--- src/session_handshake_keepalive_macros.svh ---
// assertion macros shared by the session handshake keepalive rtl
// expects clk_i and rst_ni in the scope of each use
`ifndef SESSION_HANDSHAKE_KEEPALIVE_MACROS_SVH
`define SESSION_HANDSHAKE_KEEPALIVE_MACROS_SVH
`ifndef SYNTHESIS
`define SHK_ASSERT_NOW(lbl, ante, cons) \
  lbl: assert property (@(posedge clk_i) disable iff (!rst_ni) (ante) |-> (cons)) \
    else $error("shk check failed");
`define SHK_ASSERT_NEXT(lbl, ante, cons) \
  lbl: assert property (@(posedge clk_i) disable iff (!rst_ni) (ante) |=> (cons)) \
    else $error("shk check failed");
`else
`define SHK_ASSERT_NOW(lbl, ante, cons)
`define SHK_ASSERT_NEXT(lbl, ante, cons)
`endif
`endif

--- src/shk_pkg.sv ---
// types and constants of the session handshake keepalive block
// no dependencies
package shk_pkg;

  localparam int COUNT_BITS = 32;
  localparam int MS_BITS    = 32;
  localparam int US_BITS    = 48;
  localparam int TMR_BITS   = (MS_BITS > 20) ? MS_BITS : 20;

  localparam logic [1:0] OP_POLL       = 2'd0;
  localparam logic [1:0] OP_DATAGRAM   = 2'd1;
  localparam logic [1:0] OP_CONNECT    = 2'd2;
  localparam logic [1:0] OP_DISCONNECT = 2'd3;

  localparam logic [1:0] ST_DISC       = 2'd0;
  localparam logic [1:0] ST_CONNECTING = 2'd1;
  localparam logic [1:0] ST_CONNECTED  = 2'd2;
  localparam logic [1:0] ST_REFUSED    = 2'd3;

  localparam logic [1:0] FLT_NONE      = 2'd0;
  localparam logic [1:0] FLT_NO_ANSWER = 2'd1;
  localparam logic [1:0] FLT_SILENT    = 2'd2;
  localparam logic [1:0] FLT_REFUSED   = 2'd3;

  localparam logic [1:0] MSG_HELLO_ACK = 2'd0;
  localparam logic [1:0] MSG_PONG      = 2'd1;

  localparam logic [1:0] REG_HELLO_RETRY  = 2'd0;
  localparam logic [1:0] REG_MAX_ATTEMPTS = 2'd1;
  localparam logic [1:0] REG_PING_IVAL    = 2'd2;
  localparam logic [1:0] REG_SRV_TIMEOUT  = 2'd3;

  localparam logic [15:0] RST_HELLO_RETRY  = 16'd500;
  localparam logic [7:0]  RST_MAX_ATTEMPTS = 8'd10;
  localparam logic [15:0] RST_PING_IVAL    = 16'd1000;
  localparam logic [19:0] RST_SRV_TIMEOUT  = 20'd8000;

  typedef struct packed {
    logic [15:0] hello_retry_ms;
    logic [7:0]  max_hello_attempts;
    logic [15:0] ping_interval_ms;
    logic [19:0] server_timeout_ms;
  } cfg_t;

  typedef struct packed {
    logic [1:0]         op;
    logic [31:0]        now_ms;
    logic [US_BITS-1:0] now_us;
    logic               from_server;
    logic               header_ok;
    logic [1:0]         msg_type;
    logic               decode_ok;
    logic               accepted;
    logic [US_BITS-1:0] echo_sent_us;
  } item_t;

  typedef struct packed {
    logic               send_hello;
    logic               send_ping;
    logic [US_BITS-1:0] ping_stamp_us;
    logic [1:0]         link_state;
    logic [1:0]         fault_code;
    logic [US_BITS-1:0] round_trip_us;
    logic [31:0]        sent_total;
    logic [31:0]        received_total;
    logic [31:0]        malformed_total;
    logic [7:0]         attempts_made;
    logic [31:0]        applied_total;
  } res_t;

endpackage

--- src/shk_core.sv ---
// session state, timers and counters; one item applied per enable
// depends on shk_pkg and session_handshake_keepalive_macros.svh
`include "session_handshake_keepalive_macros.svh"

module shk_core (
  input  logic          clk_i,
  input  logic          rst_ni,
  input  logic          fire_i,
  input  shk_pkg::item_t item_i,
  input  shk_pkg::cfg_t  cfg_i,
  output shk_pkg::res_t  res_o
);

  logic [1:0]                    st_q, st_d;
  logic [1:0]                    fault_q, fault_d;
  logic [shk_pkg::MS_BITS-1:0]   hello_t_q, hello_t_d;
  logic [shk_pkg::MS_BITS-1:0]   ping_t_q, ping_t_d;
  logic [shk_pkg::MS_BITS-1:0]   heard_t_q, heard_t_d;
  logic [7:0]                    att_q, att_d;
  logic [shk_pkg::COUNT_BITS-1:0] sent_q, sent_d;
  logic [shk_pkg::COUNT_BITS-1:0] recv_q, recv_d;
  logic [shk_pkg::COUNT_BITS-1:0] mal_q, mal_d;
  logic [shk_pkg::COUNT_BITS-1:0] appl_q, appl_d;
  logic [shk_pkg::US_BITS-1:0]   rtt_q, rtt_d;

  logic [shk_pkg::MS_BITS-1:0]   now;
  logic [shk_pkg::TMR_BITS-1:0]  el_hello, el_ping, el_heard;
  logic                          hello, ping, live;

  assign now      = shk_pkg::MS_BITS'(item_i.now_ms);
  assign el_hello = shk_pkg::TMR_BITS'(now - hello_t_q);
  assign el_ping  = shk_pkg::TMR_BITS'(now - ping_t_q);
  assign el_heard = shk_pkg::TMR_BITS'(now - heard_t_q);

  always_comb begin
    st_d      = st_q;
    fault_d   = fault_q;
    hello_t_d = hello_t_q;
    ping_t_d  = ping_t_q;
    heard_t_d = heard_t_q;
    att_d     = att_q;
    sent_d    = sent_q;
    recv_d    = recv_q;
    mal_d     = mal_q;
    appl_d    = appl_q;
    rtt_d     = rtt_q;
    hello     = 1'b0;
    ping      = 1'b0;
    live      = 1'b0;
    case (item_i.op)
      shk_pkg::OP_CONNECT: begin
        sent_d    = '0;
        recv_d    = '0;
        mal_d     = '0;
        appl_d    = '0;
        att_d     = '0;
        rtt_d     = '0;
        fault_d   = shk_pkg::FLT_NONE;
        hello_t_d = '0;
        ping_t_d  = '0;
        heard_t_d = now;
        st_d      = shk_pkg::ST_CONNECTING;
      end
      shk_pkg::OP_DISCONNECT: begin
        if (st_q == shk_pkg::ST_CONNECTING || st_q == shk_pkg::ST_CONNECTED) begin
          st_d = shk_pkg::ST_DISC;
        end
      end
      default: begin
        // timer check first, poll and datagram alike
        if (st_q == shk_pkg::ST_CONNECTING) begin
          live = 1'b1;
          if (el_hello >= shk_pkg::TMR_BITS'(cfg_i.hello_retry_ms)) begin
            if (att_q >= cfg_i.max_hello_attempts) begin
              fault_d = shk_pkg::FLT_NO_ANSWER;
              st_d    = shk_pkg::ST_DISC;
              live    = 1'b0;
            end else begin
              hello     = 1'b1;
              att_d     = att_q + 8'd1;
              sent_d    = sent_q + shk_pkg::COUNT_BITS'(1);
              hello_t_d = now;
            end
          end
        end else if (st_q == shk_pkg::ST_CONNECTED) begin
          live = 1'b1;
          if (el_ping >= shk_pkg::TMR_BITS'(cfg_i.ping_interval_ms)) begin
            ping     = 1'b1;
            sent_d   = sent_q + shk_pkg::COUNT_BITS'(1);
            ping_t_d = now;
          end
          if (el_heard >= shk_pkg::TMR_BITS'(cfg_i.server_timeout_ms)) begin
            fault_d = shk_pkg::FLT_SILENT;
            st_d    = shk_pkg::ST_DISC;
            live    = 1'b0;
          end
        end
        if (item_i.op == shk_pkg::OP_DATAGRAM && live && item_i.from_server) begin
          recv_d    = recv_q + shk_pkg::COUNT_BITS'(1);
          heard_t_d = now;
          if (!item_i.header_ok) begin
            mal_d = mal_q + shk_pkg::COUNT_BITS'(1);
          end else if (item_i.msg_type == shk_pkg::MSG_HELLO_ACK) begin
            if (!item_i.decode_ok) begin
              mal_d = mal_q + shk_pkg::COUNT_BITS'(1);
            end else if (item_i.accepted) begin
              st_d = shk_pkg::ST_CONNECTED;
            end else begin
              fault_d = shk_pkg::FLT_REFUSED;
              st_d    = shk_pkg::ST_REFUSED;
            end
          end else if (item_i.msg_type == shk_pkg::MSG_PONG) begin
            if (!item_i.decode_ok) begin
              mal_d = mal_q + shk_pkg::COUNT_BITS'(1);
            end else begin
              rtt_d  = item_i.now_us - item_i.echo_sent_us;
              appl_d = appl_q + shk_pkg::COUNT_BITS'(1);
            end
          end else begin
            mal_d = mal_q + shk_pkg::COUNT_BITS'(1);
          end
        end
      end
    endcase
  end

  always_comb begin
    res_o.send_hello      = hello;
    res_o.send_ping       = ping;
    res_o.ping_stamp_us   = ping ? item_i.now_us : '0;
    res_o.link_state      = st_d;
    res_o.fault_code      = fault_d;
    res_o.round_trip_us   = rtt_d;
    res_o.sent_total      = 32'(sent_d);
    res_o.received_total  = 32'(recv_d);
    res_o.malformed_total = 32'(mal_d);
    res_o.attempts_made   = att_d;
    res_o.applied_total   = 32'(appl_d);
  end

  always_ff @(posedge clk_i or negedge rst_ni) begin
    if (!rst_ni) begin
      st_q      <= shk_pkg::ST_DISC;
      fault_q   <= shk_pkg::FLT_NONE;
      hello_t_q <= '0;
      ping_t_q  <= '0;
      heard_t_q <= '0;
      att_q     <= '0;
      sent_q    <= '0;
      recv_q    <= '0;
      mal_q     <= '0;
      appl_q    <= '0;
      rtt_q     <= '0;
    end else if (fire_i) begin
      st_q      <= st_d;
      fault_q   <= fault_d;
      hello_t_q <= hello_t_d;
      ping_t_q  <= ping_t_d;
      heard_t_q <= heard_t_d;
      att_q     <= att_d;
      sent_q    <= sent_d;
      recv_q    <= recv_d;
      mal_q     <= mal_d;
      appl_q    <= appl_d;
      rtt_q     <= rtt_d;
    end
  end

  `SHK_ASSERT_NOW(a_hello_only_connecting, fire_i && hello, st_q == shk_pkg::ST_CONNECTING)
  `SHK_ASSERT_NOW(a_ping_only_connected, fire_i && ping, st_q == shk_pkg::ST_CONNECTED)
  `SHK_ASSERT_NEXT(a_connect_clears, fire_i && item_i.op == shk_pkg::OP_CONNECT,
                   st_q == shk_pkg::ST_CONNECTING && att_q == '0 && sent_q == '0)
  `SHK_ASSERT_NEXT(a_hold_when_idle, !fire_i, $stable(sent_q) && $stable(st_q))

endmodule

--- src/session_handshake_keepalive.sv ---
// session handshake keepalive: client session state with hello retry and ping
// result valid once the accepted word has passed the input register and then the output register
// an input register feeds shk_core, whose result lands in the output register
// throughput one word per cycle; input stalls only while a result waits unread
// asynchronous active-low reset: session disconnected, counters zero,
// configuration at its defaults, both stages empty
`include "session_handshake_keepalive_macros.svh"

module session_handshake_keepalive (
  input  logic        clk_i,
  input  logic        rst_ni,
  input  logic        psel,
  input  logic        penable,
  input  logic        pwrite,
  input  logic [3:0]  paddr,
  input  logic [31:0] pwdata,
  output logic [31:0] prdata,
  output logic        pready,
  input  logic        in_valid_i,
  output logic        in_stall_o,
  input  logic [1:0]  op_i,
  input  logic [31:0] now_ms_i,
  input  logic [47:0] now_us_i,
  input  logic        from_server_i,
  input  logic        header_ok_i,
  input  logic [1:0]  msg_type_i,
  input  logic        decode_ok_i,
  input  logic        accepted_i,
  input  logic [47:0] echo_sent_us_i,
  output logic        out_valid_o,
  input  logic        out_stall_i,
  output logic        send_hello_o,
  output logic        send_ping_o,
  output logic [47:0] ping_stamp_us_o,
  output logic [1:0]  link_state_o,
  output logic [1:0]  fault_code_o,
  output logic [47:0] round_trip_us_o,
  output logic [31:0] sent_total_o,
  output logic [31:0] received_total_o,
  output logic [31:0] malformed_total_o,
  output logic [7:0]  attempts_made_o,
  output logic [31:0] applied_total_o
);

  shk_pkg::cfg_t  cfg_q;
  shk_pkg::item_t item_q;
  shk_pkg::res_t  res;
  shk_pkg::res_t  out_q;
  logic           in_vld_q;
  logic           out_vld_q;
  logic           advance;
  logic           take;
  logic           cfg_wr;

  // config port
  assign pready = 1'b1;
  assign cfg_wr = psel && penable && pwrite;

  always_ff @(posedge clk_i or negedge rst_ni) begin
    if (!rst_ni) begin
      cfg_q.hello_retry_ms     <= shk_pkg::RST_HELLO_RETRY;
      cfg_q.max_hello_attempts <= shk_pkg::RST_MAX_ATTEMPTS;
      cfg_q.ping_interval_ms   <= shk_pkg::RST_PING_IVAL;
      cfg_q.server_timeout_ms  <= shk_pkg::RST_SRV_TIMEOUT;
    end else if (cfg_wr) begin
      case (paddr[3:2])
        shk_pkg::REG_HELLO_RETRY:  cfg_q.hello_retry_ms     <= pwdata[15:0];
        shk_pkg::REG_MAX_ATTEMPTS: cfg_q.max_hello_attempts <= pwdata[7:0];
        shk_pkg::REG_PING_IVAL:    cfg_q.ping_interval_ms   <= pwdata[15:0];
        shk_pkg::REG_SRV_TIMEOUT:  cfg_q.server_timeout_ms  <= pwdata[19:0];
        default: ;
      endcase
    end
  end

  always_comb begin
    case (paddr[3:2])
      shk_pkg::REG_HELLO_RETRY:  prdata = 32'(cfg_q.hello_retry_ms);
      shk_pkg::REG_MAX_ATTEMPTS: prdata = 32'(cfg_q.max_hello_attempts);
      shk_pkg::REG_PING_IVAL:    prdata = 32'(cfg_q.ping_interval_ms);
      shk_pkg::REG_SRV_TIMEOUT:  prdata = 32'(cfg_q.server_timeout_ms);
      default:                   prdata = '0;
    endcase
  end

  // two-stage word path
  assign advance    = in_vld_q && (!out_vld_q || !out_stall_i);
  assign in_stall_o = in_vld_q && out_vld_q && out_stall_i;
  assign take       = in_valid_i && !in_stall_o;

  always_ff @(posedge clk_i or negedge rst_ni) begin
    if (!rst_ni) begin
      in_vld_q  <= 1'b0;
      out_vld_q <= 1'b0;
    end else begin
      if (take) begin
        in_vld_q <= 1'b1;
      end else if (advance) begin
        in_vld_q <= 1'b0;
      end
      if (advance) begin
        out_vld_q <= 1'b1;
      end else if (!out_stall_i) begin
        out_vld_q <= 1'b0;
      end
    end
  end

  always_ff @(posedge clk_i) begin
    if (take) begin
      item_q.op           <= op_i;
      item_q.now_ms       <= now_ms_i;
      item_q.now_us       <= now_us_i;
      item_q.from_server  <= from_server_i;
      item_q.header_ok    <= header_ok_i;
      item_q.msg_type     <= msg_type_i;
      item_q.decode_ok    <= decode_ok_i;
      item_q.accepted     <= accepted_i;
      item_q.echo_sent_us <= echo_sent_us_i;
    end
    if (advance) begin
      out_q <= res;
    end
  end

  shk_core u_core (
    .clk_i  (clk_i),
    .rst_ni (rst_ni),
    .fire_i (advance),
    .item_i (item_q),
    .cfg_i  (cfg_q),
    .res_o  (res)
  );

  assign out_valid_o       = out_vld_q;
  assign send_hello_o      = out_q.send_hello;
  assign send_ping_o       = out_q.send_ping;
  assign ping_stamp_us_o   = out_q.ping_stamp_us;
  assign link_state_o      = out_q.link_state;
  assign fault_code_o      = out_q.fault_code;
  assign round_trip_us_o   = out_q.round_trip_us;
  assign sent_total_o      = out_q.sent_total;
  assign received_total_o  = out_q.received_total;
  assign malformed_total_o = out_q.malformed_total;
  assign attempts_made_o   = out_q.attempts_made;
  assign applied_total_o   = out_q.applied_total;

  `SHK_ASSERT_NOW(a_stall_needs_full, in_stall_o, in_vld_q && out_vld_q)
  `SHK_ASSERT_NEXT(a_advance_fills_out, advance, out_vld_q)
  `SHK_ASSERT_NEXT(a_cfg_write_lands,
                   cfg_wr && paddr[3:2] == shk_pkg::REG_MAX_ATTEMPTS,
                   cfg_q.max_hello_attempts == $past(pwdata[7:0]))

endmodule
--- config.mk ---
export PLATFORM = sky130hd
export DESIGN_NAME = session_handshake_keepalive
export DESIGN_NICKNAME = d
export VERILOG_FILES = /design/src/shk_pkg.sv /design/src/shk_core.sv /design/src/session_handshake_keepalive.sv
export VERILOG_INCLUDE_DIRS = /design/src /design/src/src
export SDC_FILE = /design/constraint.sdc
export NUM_CORES = 2
export LEC_CHECK = 0
export BUFFER_PORTS_ARGS = -buffer_cell sky130_fd_sc_hd__buf_2
export CORE_MARGIN = 5
export CORE_UTILIZATION = 45
export CTS_CLUSTER_SIZE = 24
export DETAILED_ROUTE_END_ITERATION = 10
export HOLD_SLACK_MARGIN = 0.02
export PLACE_DENSITY = 0.78
export REMOVE_ABC_BUFFERS = 1
export SLEW_MARGIN = 10
export SYNTH_ARGS = -nofsm -noshare
export SYNTH_HDL_FRONTEND = slang
export SYNTH_SLANG_ARGS = --single-unit
--- constraint.sdc ---
create_clock -name clk_i -period 9.3 [get_ports clk_i]
set_input_delay 0.93 -clock clk_i [delete_from_list [all_inputs] [get_ports clk_i]]
set_output_delay 0.93 -clock clk_i [all_outputs]
set_load 0.02 [all_outputs]
==> summary.txt <==
Outcome
  • Status: completed

Clock tree
  • Skew-Pair Late Insertion Delay: 660 ps
  • Clock root buffer master: clkbuf_16
  • Post_cts resized: 0
  • Worst-path clk slew: 60 ps
  • CTS Buffer Depth: 3
  • TritonCTS clock tree: built
  • H-tree levels: 3
  • Sink Count: 720
  • CTS Buf Count: 81
  • Hold-fix buffers, CTS: 0
  • Post-CTS setup buffers: 0

Detailed routing
  • Drt pass-1 iters: 5
  • Routed WL per cell: 21.28 microns
  • Routed WL: 119000 microns
  • Starting DRT DRC Count: 3090
  • Vias per cell: 5.945
  • Post-DRT Antenna Nets: 0
  • DRC viols: 0
  • DR vias: 33250

Power
  • Final Total Pwr: 10480 uW
  • Max VDD drop: 0.0001802 V
  • Static leakage: 0.02019 uW
  • Power per standard cell area: 226.5 nW/um^2

Synth
  • Syn_area_per_cell: 10.03 sq um
  • Number of warnings issued by yosys: 0
  • Post-synthesis sequential area ratio: 49.33%
  • Gate Count Post-Synth: 4026
  • Synth top area cells: edfxtp_1 28%, dfrtp_1 20%, ha_1 6.4%, nand2_1 4.2%, o21ai_0 3.9%
  • Area of the mapped netlist: 40370 sq um
  • Post-synth top flop: edfxtp_1
  • FFs w/ async S/R, synth: 48.06%
  • Top-count cell post-synth: nand2_1
  • Biggest area consumer among synthesized cells: edfxtp_1
  • Post-synth top area share: 27.82%
  • #FFs+latches synth: 720
  • Synth cell count leaders: 451 x nand2_1, 374 x edfxtp_1, 326 x dfrtp_1
  • Post-synth EDFFs: 374
  • Synth cell types: 92

Setup path
  • Delay-heaviest family, CP: compound AO/OA/AOI/OAI gates
  • CP Launch Type: flip-flop
  • CP max FO: 30
  • CP max-delay cell: a21oi_4
  • Slowest stage delay, CP: 750 ps
  • Crit path DAT: 7760 ps
  • CP Capture Type: flip-flop
  • CP required: 9870 ps
  • Worst Path Buf+Inv: 4
  • WS Path Type: flip-flop to flip-flop

STA
  • Setup tns final: 0 ps
  • Worst slew margin: 19.33%
  • Hold Violations, Final: 0
  • Fin crit period: 7188 ps
  • Worst-Margin Slew: 1207 ps
  • Final Setup Violations: 0
  • Fin crit share: 77.30%
  • Worst Skew: 45.75 ps
  • Final slew viol count: 0
  • RSZ-0062 raised after global routing: no
  • Fmax: 0.1391 GHz

Global routing
  • Total GRT Usage: 24.08%
  • Vias in the first global route: 31950
  • First-pass GRT wire length: 183000 microns
  • Grt ovf: 0
  • Initial antenna violation count: 13
  • Largest net degree at the start of global routing: 181

Floorplan
  • IO Pins: 452
  • Num rows: 109
  • Area of the core: 88780 sq um
  • Die extent in x: 309.5 microns
  • Initial Util: 45.47%
  • Die area: 95800 sq um
  • Die height: 309.5 microns

Layout
  • Fin nets: 4740
  • Finished Core Util: 52.13%
  • Post-Layout Cell Count: 5593
  • Share of layout cells above drive strength 1: 16.01%
  • Layout area overhead: 14.64%
  • Fillers: 7777

Min path
  • Hold crit path type: input port to async pin

Place
  • Cells after DPL: 5434
  • HPWL after detailed placement: 84180 microns
  • Gpl congestion: 0.9177
  • # port buffers: 424

Run
  • # Max-Cap Violations: 0
power breakdown:
group          internal [uW]  switching [uW]
registers               3780             275
clock network           1980            1380
logic                   1170            1900
total                   6920            3560
routing by layer:
metal	vias to the layer above	track usage (%)	share of wire (%)
met5	-	0	0.043
met4	8	9.029	4.0
met3	264	4.628	7.4
met2	1350	38.32	46
met1	16110	33.05	43
li1	15520	-	-
final timing paths:
| check | startpoint | end | slack, ps | cells after the start |
|---|---|---|---|---|
| max in group asynchronous | rst_ni | u_core.rtt_q[30]$_DFFE_PN0P_ | 6870 | 3 |
| max reg2reg | item_q[102]$_DFFE_PP_ | u_core.rtt_q[12]$_DFFE_PN0P_ | 2110 | 25 |
| max | item_q[102]$_DFFE_PP_ | u_core.rtt_q[12]$_DFFE_PN0P_ | 2110 | 25 |
| min in group clk_i | now_us_i[1] | item_q[55]$_DFFE_PP_ | 440 | 1 |
| min | rst_ni | u_core.ping_t_q[18]$_DFFE_PN0P_ | 330 | 1 |
| min reg2reg | u_core.ping_t_q[12]$_DFFE_PN0P_ | u_core.ping_t_q[12]$_DFFE_PN0P_ | 480 | 2 |
final cells by class:
type | count | area [sq um] | area share (%)
Inverter | 260 | 983.4 | 2.125
Clock buffer | 108 | 2250 | 4.861
Antenna cell | 7 | 17.52 | 0.03785
Timing Repair Buffer | 461 | 2435 | 5.261
Multi-Input combinational cell | 2828 | 18640 | 40.28
Sequential cell | 720 | 19910 | 43.03
Tap cell | 1165 | 1458 | 3.150
Clock inverter | 44 | 580.6 | 1.254
metrics by stage:
step | worst slack, ps | cell area [sq um] | hold slack (ps)
4_1_cts | 2202 | 46260 | 360.2
2_1_floorplan | -4215 | 39430 | 449.8
5_1_grt | 1613 | 46270 | 407.0
3_3_place_gp | 2301 | 43430 | 463.3
3_5_place_dp | 2226 | 43430 | 470.2
6_report | 2112 | 46280 | 326.8
state kept, by name, summed over array words and instances (netlist names), 32 cells and up:
register / flops
u_core.ping_t_q: 32
round_trip_us_o: 48
u_core.appl_q: 32
u_core.mal_q: 32
u_core.recv_q: 32
ping_stamp_us_o: 48
malformed_total_o: 32
u_core.rtt_q: 48
applied_total_o: 32
u_core.sent_q: 32
cfg_q: 60
sent_total_o: 32
item_q: 136
u_core.heard_t_q: 32
u_core.hello_t_q: 32
received_total_o: 32
cells in the final DEF (no fill, tap or decap), types with 28 or more instances in the layout:
cell type	count
mux2i_1	43
xnor2_1	77
a22o_1	82
a21oi_1	183
edfxtp_1	374
buf_2	423
clkbuf_16	82
a21o_1	102
or4_1	33
dfrtp_1	326
nand3_1	141
nor2_1	165
a211oi_1	32
a211o_1	53
and2_1	73
xor2_1	43
ha_1	205
and3_1	83
nand4_1	76
nand2_1	450
inv_1	259
o211ai_1	50
nand2b_1	34
buf_4	35
a31oi_1	54
o21ai_0	313
nor3_1	77
o31ai_1	28
kinds of logic after synthesis:
group                      count (synthesis)  share of synthesized area (%)
DFF                                      720                          49.33
muxes                                     78                          2.266
buffers and inverters                    489                          4.850
xor gates and xnor gates                 120                          2.603
adders and majority gates                209                          6.552
and+or+nand+nor                         1268                          15.49
AOI/OAI and AO/OA                       1140                          18.89
other                                      2                        0.01860
(Power assumes the default switching activity.)
